### src/rtl/sprq_pkg.sv
// Package for the stable priority queue core.
// Holds default sizes, operation kinds and result status codes.
// No dependencies; used by every file in rtl.
`timescale 1ns / 1ps

package sprq_pkg;

  localparam int unsigned DepthDef       = 16;
  localparam int unsigned PrioBitsDef    = 8;
  localparam int unsigned PayloadBitsDef = 32;

  localparam int unsigned StatusW = 2;

  // Operation kind carried by a request.
  localparam logic KIND_INSERT = 1'b0;
  localparam logic KIND_REMOVE = 1'b1;

  // Result status codes.
  localparam logic [StatusW-1:0] STATUS_DONE  = 2'd0;
  localparam logic [StatusW-1:0] STATUS_EMPTY = 2'd1;
  localparam logic [StatusW-1:0] STATUS_FULL  = 2'd2;

endpackage

### src/rtl/sprq_ram.sv
// Generic single-write, single-read RAM with a registered read port.
// Depends on sprq_pkg for its default sizes; holds no reset.
`timescale 1ns / 1ps

module sprq_ram import sprq_pkg::*; #(
  parameter int unsigned Width = PrioBitsDef + PayloadBitsDef,
  parameter int unsigned Depth = DepthDef,
  localparam int unsigned AddrW = (Depth > 1) ? $clog2(Depth) : 1
) (
  input  logic             clk_i,
  input  logic             we_i,
  input  logic [AddrW-1:0] waddr_i,
  input  logic [Width-1:0] wdata_i,
  input  logic [AddrW-1:0] raddr_i,
  output logic [Width-1:0] rdata_o
);

  logic [Width-1:0] mem_q [Depth];
  logic [Width-1:0] rdata_q;

  always_ff @(posedge clk_i) begin
    if (we_i) begin
      mem_q[waddr_i] <= wdata_i;
    end
    rdata_q <= mem_q[raddr_i];
  end

  assign rdata_o = rdata_q;

endmodule

### src/rtl/stable_priority_queue_core.sv
// Top level of the stable priority queue: sorted circular list in one RAM.
// Depends on sprq_pkg and sprq_ram.
//
// Channel   Direction  Handshake                 Payload
// request   in         start && !busy            kind_i, prio_value_i, payload_tag_i
// result    out        done_o (one-cycle strobe) status_o, out_payload_o, out_prio_o,
//                                                occupancy_o
//
// A remove reads the head entry and advances the head pointer in S_POP. A result strobes
// in the cycle after the last busy one. An insert walks back from the tail: S_READ
// addresses an entry over the RAM port and S_CMP compares it, moving an entry whose
// priority is greater than the new one a slot back; S_PLACE then writes the new entry.
// An insert into a full queue or a remove from an empty one strobes without going busy.
// Reset clears the fill count and head pointer; the RAM needs no clearing.
// The receiver cannot stall; a result is valid only in its strobe cycle.
`timescale 1ns / 1ps

module stable_priority_queue_core import sprq_pkg::*; #(
  parameter int unsigned DEPTH        = DepthDef,
  parameter int unsigned PRIO_BITS    = PrioBitsDef,
  parameter int unsigned PAYLOAD_BITS = PayloadBitsDef,
  localparam int unsigned IdxW = $clog2(DEPTH),
  localparam int unsigned CntW = $clog2(DEPTH + 1)
) (
  input  logic                    clk_i,
  input  logic                    rst_ni,
  input  logic                    start,
  output logic                    busy,
  input  logic                    kind_i,
  input  logic [PRIO_BITS-1:0]    prio_value_i,
  input  logic [PAYLOAD_BITS-1:0] payload_tag_i,
  output logic                    done_o,
  output logic [StatusW-1:0]      status_o,
  output logic [PAYLOAD_BITS-1:0] out_payload_o,
  output logic [PRIO_BITS-1:0]    out_prio_o,
  output logic [CntW-1:0]         occupancy_o
);

  localparam int unsigned EntryW = PRIO_BITS + PAYLOAD_BITS;

  localparam logic [2:0] S_IDLE  = 3'd0;
  localparam logic [2:0] S_READ  = 3'd1;
  localparam logic [2:0] S_CMP   = 3'd2;
  localparam logic [2:0] S_PLACE = 3'd3;
  localparam logic [2:0] S_POP   = 3'd4;

  logic [2:0]              state_q, state_d;
  logic [CntW-1:0]         count_q, count_d;
  logic [IdxW-1:0]         head_q, head_d;
  logic [CntW-1:0]         pos_q, pos_d;
  logic [PRIO_BITS-1:0]    prio_q, prio_d;
  logic [PAYLOAD_BITS-1:0] tag_q, tag_d;

  logic                    done_q, done_d;
  logic [StatusW-1:0]      status_q, status_d;
  logic [PAYLOAD_BITS-1:0] opay_q, opay_d;
  logic [PRIO_BITS-1:0]    oprio_q, oprio_d;

  logic                    accept;
  logic [IdxW-1:0]         lidx;
  logic [IdxW:0]           addr_sum;
  logic [IdxW-1:0]         addr;
  logic                    we;
  logic [EntryW-1:0]       wdata;
  logic [EntryW-1:0]       rdata;
  logic [PRIO_BITS-1:0]    rd_prio;
  logic [PAYLOAD_BITS-1:0] rd_tag;
  logic [CntW-1:0]         pos_dec;

  assign accept  = start && (state_q == S_IDLE);
  assign rd_prio = rdata[EntryW-1:PAYLOAD_BITS];
  assign rd_tag  = rdata[PAYLOAD_BITS-1:0];
  assign pos_dec = pos_q - CntW'(1);

  // Logical position to physical RAM address: one shared add and wrap.
  always_comb begin
    unique case (state_q) inside
      S_READ:  lidx = pos_dec[IdxW-1:0];
      S_CMP,
      S_PLACE: lidx = pos_q[IdxW-1:0];
      default: lidx = '0;
    endcase
  end

  assign addr_sum = {1'b0, head_q} + {1'b0, lidx};
  assign addr     = (addr_sum >= (IdxW+1)'(DEPTH)) ?
                    IdxW'(addr_sum - (IdxW+1)'(DEPTH)) : addr_sum[IdxW-1:0];

  sprq_ram #(
    .Width (EntryW),
    .Depth (DEPTH)
  ) u_ram (
    .clk_i   (clk_i),
    .we_i    (we),
    .waddr_i (addr),
    .wdata_i (wdata),
    .raddr_i (addr),
    .rdata_o (rdata)
  );

  always_comb begin
    state_d  = state_q;
    count_d  = count_q;
    head_d   = head_q;
    pos_d    = pos_q;
    prio_d   = prio_q;
    tag_d    = tag_q;
    done_d   = 1'b0;
    status_d = status_q;
    opay_d   = opay_q;
    oprio_d  = oprio_q;
    we       = 1'b0;
    wdata    = {prio_q, tag_q};

    unique case (state_q)
      S_IDLE: begin
        if (accept) begin
          prio_d = prio_value_i;
          tag_d  = payload_tag_i;
          pos_d  = count_q;
          if (kind_i == KIND_INSERT) begin
            if (count_q == CntW'(DEPTH)) begin
              done_d   = 1'b1;
              status_d = STATUS_FULL;
              opay_d   = '0;
              oprio_d  = '0;
            end else if (count_q == '0) begin
              state_d = S_PLACE;
            end else begin
              state_d = S_READ;
            end
          end else begin
            if (count_q == '0) begin
              done_d   = 1'b1;
              status_d = STATUS_EMPTY;
              opay_d   = '0;
              oprio_d  = '0;
            end else begin
              // Head entry is read at logical position zero in this cycle.
              state_d = S_POP;
            end
          end
        end
      end
      S_READ: begin
        state_d = S_CMP;
      end
      S_CMP: begin
        // Entries strictly greater move one slot back; an equal one stays ahead.
        if (rd_prio > prio_q) begin
          we    = 1'b1;
          wdata = rdata;
          pos_d = pos_dec;
          state_d = (pos_dec == '0) ? S_PLACE : S_READ;
        end else begin
          state_d = S_PLACE;
        end
      end
      S_PLACE: begin
        we       = 1'b1;
        count_d  = count_q + CntW'(1);
        done_d   = 1'b1;
        status_d = STATUS_DONE;
        opay_d   = '0;
        oprio_d  = '0;
        state_d  = S_IDLE;
      end
      S_POP: begin
        count_d  = count_q - CntW'(1);
        head_d   = (head_q == IdxW'(DEPTH - 1)) ? '0 : head_q + IdxW'(1);
        done_d   = 1'b1;
        status_d = STATUS_DONE;
        opay_d   = rd_tag;
        oprio_d  = rd_prio;
        state_d  = S_IDLE;
      end
      default: begin
        state_d = S_IDLE;
      end
    endcase
  end

  always_ff @(posedge clk_i or negedge rst_ni) begin
    if (!rst_ni) begin
      state_q <= S_IDLE;
      count_q <= '0;
      head_q  <= '0;
      done_q  <= 1'b0;
    end else begin
      state_q <= state_d;
      count_q <= count_d;
      head_q  <= head_d;
      done_q  <= done_d;
    end
  end

  always_ff @(posedge clk_i) begin
    pos_q    <= pos_d;
    prio_q   <= prio_d;
    tag_q    <= tag_d;
    status_q <= status_d;
    opay_q   <= opay_d;
    oprio_q  <= oprio_d;
  end

  assign busy          = (state_q != S_IDLE);
  assign done_o        = done_q;
  assign status_o      = status_q;
  assign out_payload_o = opay_q;
  assign out_prio_o    = oprio_q;
  assign occupancy_o   = count_q;

`ifndef SYNTHESIS
  a_done_idle: assert property (@(posedge clk_i) disable iff (!rst_ni)
    done_o |-> !busy)
    else $error("result strobe while the sequencer is busy");

  a_count_range: assert property (@(posedge clk_i) disable iff (!rst_ni)
    occupancy_o <= CntW'(DEPTH))
    else $error("occupancy above depth");

  a_full_status: assert property (@(posedge clk_i) disable iff (!rst_ni)
    (done_o && status_o == STATUS_FULL) |-> (occupancy_o == CntW'(DEPTH)))
    else $error("full status reported on a queue that is not full");

  a_empty_status: assert property (@(posedge clk_i) disable iff (!rst_ni)
    (done_o && status_o == STATUS_EMPTY) |-> (occupancy_o == '0 && out_payload_o == '0))
    else $error("empty status reported with entries or data");

  a_insert_grows: assert property (@(posedge clk_i) disable iff (!rst_ni)
    (state_q == S_PLACE) |=> (occupancy_o == $past(occupancy_o) + CntW'(1)))
    else $error("insert did not grow the queue by one");
`endif

endmodule
### config.mk
export PLATFORM = sky130hd
export DESIGN_NAME = stable_priority_queue_core
export DESIGN_NICKNAME = d
export VERILOG_FILES = /design/src/rtl/sprq_pkg.sv /design/src/rtl/sprq_ram.sv /design/src/rtl/stable_priority_queue_core.sv
export SDC_FILE = /design/constraint.sdc
export NUM_CORES = 1
export LEC_CHECK = 0
export CORE_MARGIN = 2
export CORE_UTILIZATION = 50
export DETAILED_ROUTE_END_ITERATION = 7
export DONT_BUFFER_PORTS = 1
export GPL_TIMING_DRIVEN = 0
export PLACE_DENSITY_LB_ADDON = 0.1
export SLEW_MARGIN = 10
export SYNTH_ARGS = -nofsm -noshare
export SYNTH_HDL_FRONTEND = slang
export SYNTH_SLANG_ARGS = --single-unit
### constraint.sdc
create_clock -name clk_i -period 8.8 [get_ports clk_i]
set_clock_uncertainty 0.1 [all_clocks]
set_input_delay 1.76 -clock clk_i [delete_from_list [all_inputs] [get_ports clk_i]]
set_output_delay 1.76 -clock clk_i [all_outputs]
set_load 0.01 [all_outputs]
-- After elaboration in Yosys (flattened, before gate mapping)
Memory sizes are Yosys's and may differ from the RTL's. A register that Yosys moved wholly into a read port is not among the register bits.
Index checks and enable logic that the tools add are counted.
- register bits: 100
- latch bits: 0
- RAM bits: 640
- bits in read-only memories: 0
- bits of input ports: 44
- output and inout bits: 49
- logic and storage cells: 88
- memories: 1
- memory list (name ; depth ; bits a word ; read ports ; clocked after memory_dff ; write ports ; line ; text):
    u_ram.mem_q ; 16 ; 40 ; 1 ; 1 ; 1 ; sprq_ram.sv:18 ; logic [Width-1:0] mem_q [Depth];
- add/sub/neg operators: 6
- multipliers: 0
- div/mod/pow operators: 0
- $lt $le $gt $ge: 2
- equality and inequality tests: 12
- shift operators: 0
- mux-type cells: 41
- bitwise operators: 0
- reduce and logical (&&, ||, !) cells: 16
- operators with widths (operator ; count):
    32-bit 2-to-1 mux ; 4
    32-bit one-hot mux with 3 select lines ; 1
    40-bit 2-to-1 mux ; 2
    8-bit 2-to-1 mux ; 4
    8-bit one-hot mux with 3 select lines ; 1
    5-bit one-hot mux with 2 select lines ; 2
    2-bit 2-to-1 mux ; 7
    3-bit 2-to-1 mux ; 4
    5-bit zero test ; 2
    5-bit 2-to-1 mux ; 2
    5-bit by 1-bit subtractor with 5-bit output (second input constant) ; 2
    3-bit one-hot mux with 3 select lines ; 1
    8-bit greater-than comparator ; 1
    4-bit 2-to-1 mux ; 2
    4-bit one-hot mux with 2 select lines ; 1
    4-bit AND reduction ; 2
    1-bit 2-to-1 mux ; 7
    3-bit by 2-bit == test with 1-bit output (second input constant) ; 2
    3-bit by 2-bit != test with 1-bit output (second input constant) ; 2
    3-bit != test (second input constant) ; 2
    3-bit AND reduction ; 2
    2-bit nonzero test ; 3
    3-bit nonzero test ; 2
    4-bit by 4-bit adder with 5-bit output ; 1
    other kinds (16) ; 18

-- Logic depth before layout (Yosys ltp)
- depth in word-level cells: 6
- depth in mapped cells: 13
- depth with buffers taken out: 11

-- Cells and area by module
A second synthesis with hierarchy kept.
- cell total of the unflattened synthesis: 1378
- area total of the unflattened synthesis: 29990.0 um^2
- by module, submodules not included (module ; instances ; cells an instance ; area each (um^2) ; seq. area each (um^2)):
    sprq_ram ; 1 ; 1040 ; 25131.6 ; 20019.2
    stable_priority_queue_core ; 1 ; 338 ; 4858.4 ; 2937.8

-- Least setup slack after synthesis
OpenSTA, ideal clock, no wires.
- kind: register to register
- from: register state_q[2]
- to: memory u_ram.mem_q[3][0] (netlist bit) (enable)
- library setup time: 0.495 ns
- data arrival time: 5.467 ns
- required time: 8.205 ns
- slack: 2.737 ns
- stages on the path, launching flop included: 11
- path buffers: 4
- period minus slack after synthesis: 6.063 ns
- cells stage by stage: dfrtp_1 > clkbuf_1 > clkbuf_1 > nor2_1 > ha_1 > fa_1 > clkbuf_1 > buf_2 > and3_1 > nand2_1 > nor3b_1
- cells in the longest elaborated chain, start to end: 6
- elaborated cells between the ends (all ways): 12
- classes of those cells: 2 x add/sub; 1 x order compare; 3 x eq/ne; 5 x mux; 1 x reduce/logical
- ends and longest elaborated chain (element ; line ; text):
    from (decl) ; stable_priority_queue_core.sv:47 ; logic [2:0] state_q, state_d;
    from (signal assigned) ; stable_priority_queue_core.sv:190 ; state_q <= state_d;
    3-bit by 2-bit == test with 1-bit output ; stable_priority_queue_core.sv:115 ; unique case (state_q)
    2-bit OR reduction ; stable_priority_queue_core.sv:77 ; unique case (state_q) inside
    4-bit one-hot mux with 2 select lines ; stable_priority_queue_core.sv:77 ;
    4-bit by 4-bit adder with 5-bit output ; stable_priority_queue_core.sv:85 ; assign addr_sum = {1'b0, head_q} + {1'b0, lidx};
    4-bit by 1-bit subtractor with 4-bit output or 5-bit >= comparator (tied branches) ; stable_priority_queue_core.sv:87, stable_priority_queue_core.sv:86 ;
    4-bit 2-to-1 mux ; stable_priority_queue_core.sv:86 ; assign addr = (addr_sum >= (IdxW+1)'(DEPTH)) ?
    to (decl) ; sprq_ram.sv:18 ;
Several ways; a longest one is shown, not always the timed one.

-- Final worst setup path
- from: register state_q[2]
- to: memory u_ram.mem_q[4][3] (netlist bit) (enable)
Same word-level chain as after synthesis.

==> impl_metrics.tcl <==
set metrics [dict create \
    drc 0 \
    diodes 0 \
    setup_violations 0 \
    required_ns 9.02 \
    worstReg2RegStart "state_q[2]$_DFFE_PN0P_" \
    pre_cts_ws_ns 2.96 \
    layout-drive-gt1-share_pct 30.2 \
    cts_tree "yes" \
    worst_slack_ns 2.83 \
    fin_util_pct 58.4 \
    syn_nets 1442 \
    synthMuxAreaShare_pct 17.9 \
    wl_per_cell_um 29.4 \
    dp_hpwl_um 47400 \
    ioPinCount 93 \
    grt_pass1_vias 14700 \
    hold_end "head_q[3]$_DFFE_PN0P_" \
    die_w_um 250 \
    post-cts-setup-buffer-count 0 \
    placed_area_um2 32200 \
    vias 14400 \
    via_per_inst 5.96 \
    final_cell_mix "edfxtp_1, mux4_2, mux2i_1" \
    gr-usage-all-layers_pct 23.4 \
    die_area_um2 62300 \
    synth.avg_cell_area_um2 21.9 \
    fin_crit_sh_pct 67.9 \
    cp.buffers_inverters 6 \
    synth_simple_gate_area_share_pct 2.30 \
    synthAdderAreaFrac_pct 0.838 \
    ys_types 49 \
    ys.flop_type "edfxtp_1" \
    synth_xor_area_share_pct 0.402 \
    critical-path-top-delay-family "buffers and inverters" \
    critical_path_arrival_ns 6.19 \
    worst_slew_pin_slew_ns 1.09 \
    fin_area_um2 35100 \
    synth_edf_count 727 \
    synth_top_family_by_area "multiplexers" \
    cts-root-buf "clkbuf_16" \
    hold_buffers 0 \
    cts_sinks 780 \
    yosys_register_bits 780 \
    path_class "reg -> reg" \
    ys_warn_count 0 \
    hold_class "reg -> reg" \
    cp_slowest_stage_delay_ns 0.80 \
    slew_headroom_pct 27.6 \
    portBuffers 0 \
    grt_pass1_wl_um 103000 \
    clk_pin_slew_worst_paths_ns 0.07 \
    cp-start-kind "flop" \
    clk_path_buf_depth 3 \
    end_kind "flop" \
    async_flop_share_pct 1.67 \
    worstSkewPairLatency_ns 0.62 \
    drtPass1Iterations 6 \
    worstRegToRegCells 12 \
    cts.repair.resized 0 \
    cts_buffers 81 \
    die_height_um 250 \
    synth_compound_gate_area_share_pct 0.867 \
    hold_viol 0 \
    min_delay_path_depth 1 \
    fmax_ghz 0.167 \
    wl_um 71000 \
    holdCritStartpoint "head_q[3]$_DFFE_PN0P_" \
    synthToLayoutAreaGrowth_pct 16.2 \
    slew_viol_final 0 \
    grt_setup_unrepaired "false" \
    outcome "completed" \
    grt_max_degree 23 \
    gp_congestion 0.788 \
    rows 90 \
    nets 1626 \
    drv_cap 0 \
    r2r_slack_ns 2.83 \
    syn_area_um2 30200 \
    coreArea_um2 60000 \
    r2r_end "u_ram.mem_q[4][3]$_DFFE_PP_" \
    netlist_instances 1379 \
    crit_fanout 10 \
    path_cells "clkbuf_1, clkbuf_1, nor2_1, ha_1, fa_1, xor2_1, buf_2, buf_2, nand2_1, nor3b_2, buf_4, buf_4" \
    drtIter0Drc 1523 \
    antenna_found_initial 1 \
    grt_overflow 0 \
    ant_nets 0 \
    cts_max_level 3 \
    crit_slowest_cell "nor3b_2" \
    final_common_cell "edfxtp_1" \
    fin_crit_ns 5.97 \
    start_util_pct 50.2 \
    ys_seq_area_share_pct 76.1 \
]
[cell families after synthesis]
| logic type | Yosys count |
|---|---|
| adder cells (fa/ha/maj) | 19 |
| AND/OR/NAND/NOR | 121 |
| multiplexers | 321 |
| flip-flops | 780 |
| XOR/XNOR | 13 |
| buffers and inverters | 85 |
| AO/OA/AOI/OAI | 40 |
[layer usage]
metal,track usage [%],up-vias,wire (um)
met1,34.7,7703,31700
met2,35.9,523,33400
met5,0,-,0
li1,-,6079,-
met4,6.25,0,1300
met3,4.54,84,4580
[final cells by class]
class | count | area [um^2]
Buffer | 69 | 402
Clock buffer | 113 | 2290
Clock inverter | 38 | 512
Fill cell | 4307 | 25000
Inverter | 16 | 60.1
Multi-Input combinational cell | 514 | 6840
Sequential cell | 780 | 23000
Tap cell | 782 | 978
Timing Repair Buffer | 101 | 1010
[registers in the layout (all words and copies together), names as in the netlist]
name	count
done_o	1
head_q	4
occupancy_o	5
out_payload_o	32
out_prio_o	8
pos_q	5
prio_q	8
state_q	3
status_o	2
tag_q	32
u_ram.mem_q	640
u_ram.rdata_o	40
[worst reg2reg max path, stage by stage (launching register included)]
cell      delay [ns]
dfrtp_1         0.47
clkbuf_1        0.68
clkbuf_1        0.69
nor2_1          0.17
ha_1            0.26
fa_1            0.44
xor2_1          0.46
buf_2           0.40
buf_2           0.44
nand2_1         0.18
nor3b_2         0.80
buf_4           0.35
buf_4           0.24
[metrics by stage]
step	hold slack, ns	instances	setup TNS (ns)
6_report	0.446	2413	0
3_3_place_gp	0.432	2161	-1595.53
5_1_grt	0.463	2413	0
3_5_place_dp	0.435	2262	0
2_1_floorplan	0.393	1379	0
4_1_cts	0.444	2413	0
[worst max path at each step]
stage	end	from	cells after the start	slack, ns
2_1_floorplan	u_ram.mem_q[3][0]$_DFFE_PP_	state_q[2]$_DFFE_PN0P_	10	2.74
3_3_place_gp	u_ram.mem_q[3][9]$_DFFE_PP_	state_q[2]$_DFFE_PN0P_	10	-3.16
3_5_place_dp	u_ram.mem_q[4][7]$_DFFE_PP_	state_q[2]$_DFFE_PN0P_	12	2.96
4_1_cts	u_ram.mem_q[4][8]$_DFFE_PP_	state_q[2]$_DFFE_PN0P_	12	2.97
5_1_grt	u_ram.mem_q[4][3]$_DFFE_PP_	state_q[2]$_DFFE_PN0P_	12	2.63
6_report	u_ram.mem_q[4][3]$_DFFE_PP_	state_q[2]$_DFFE_PN0P_	12	2.83
[synth_stat cells (all sizes together), types with 3 or more instances]
library cell	count	area share (%)
edfxtp	727	72
mux4	160	12
mux2i	121	4.0
and3	43	0.89
dfxtp	40	2.7
mux2	40	2.0
buf	39	0.96
clkbuf	30	0.37
nand2	24	0.31
ha	17	0.71
inv	16	0.20
a21oi	15	0.25
nor2	15	0.19
dfrtp	13	1.1
nor3	12	0.22
nor3b	10	0.28
xnor2	8	0.26
o21ai	7	0.12
a21o	5	0.13
xor2	5	0.15
o31ai	4	0.10
a31oi	3	0.062
nand2b	3	0.062
nand4	3	0.062
Power is not shown: default switching activity piles up to over one toggle a cycle in this logic, so the estimate is an artifact.
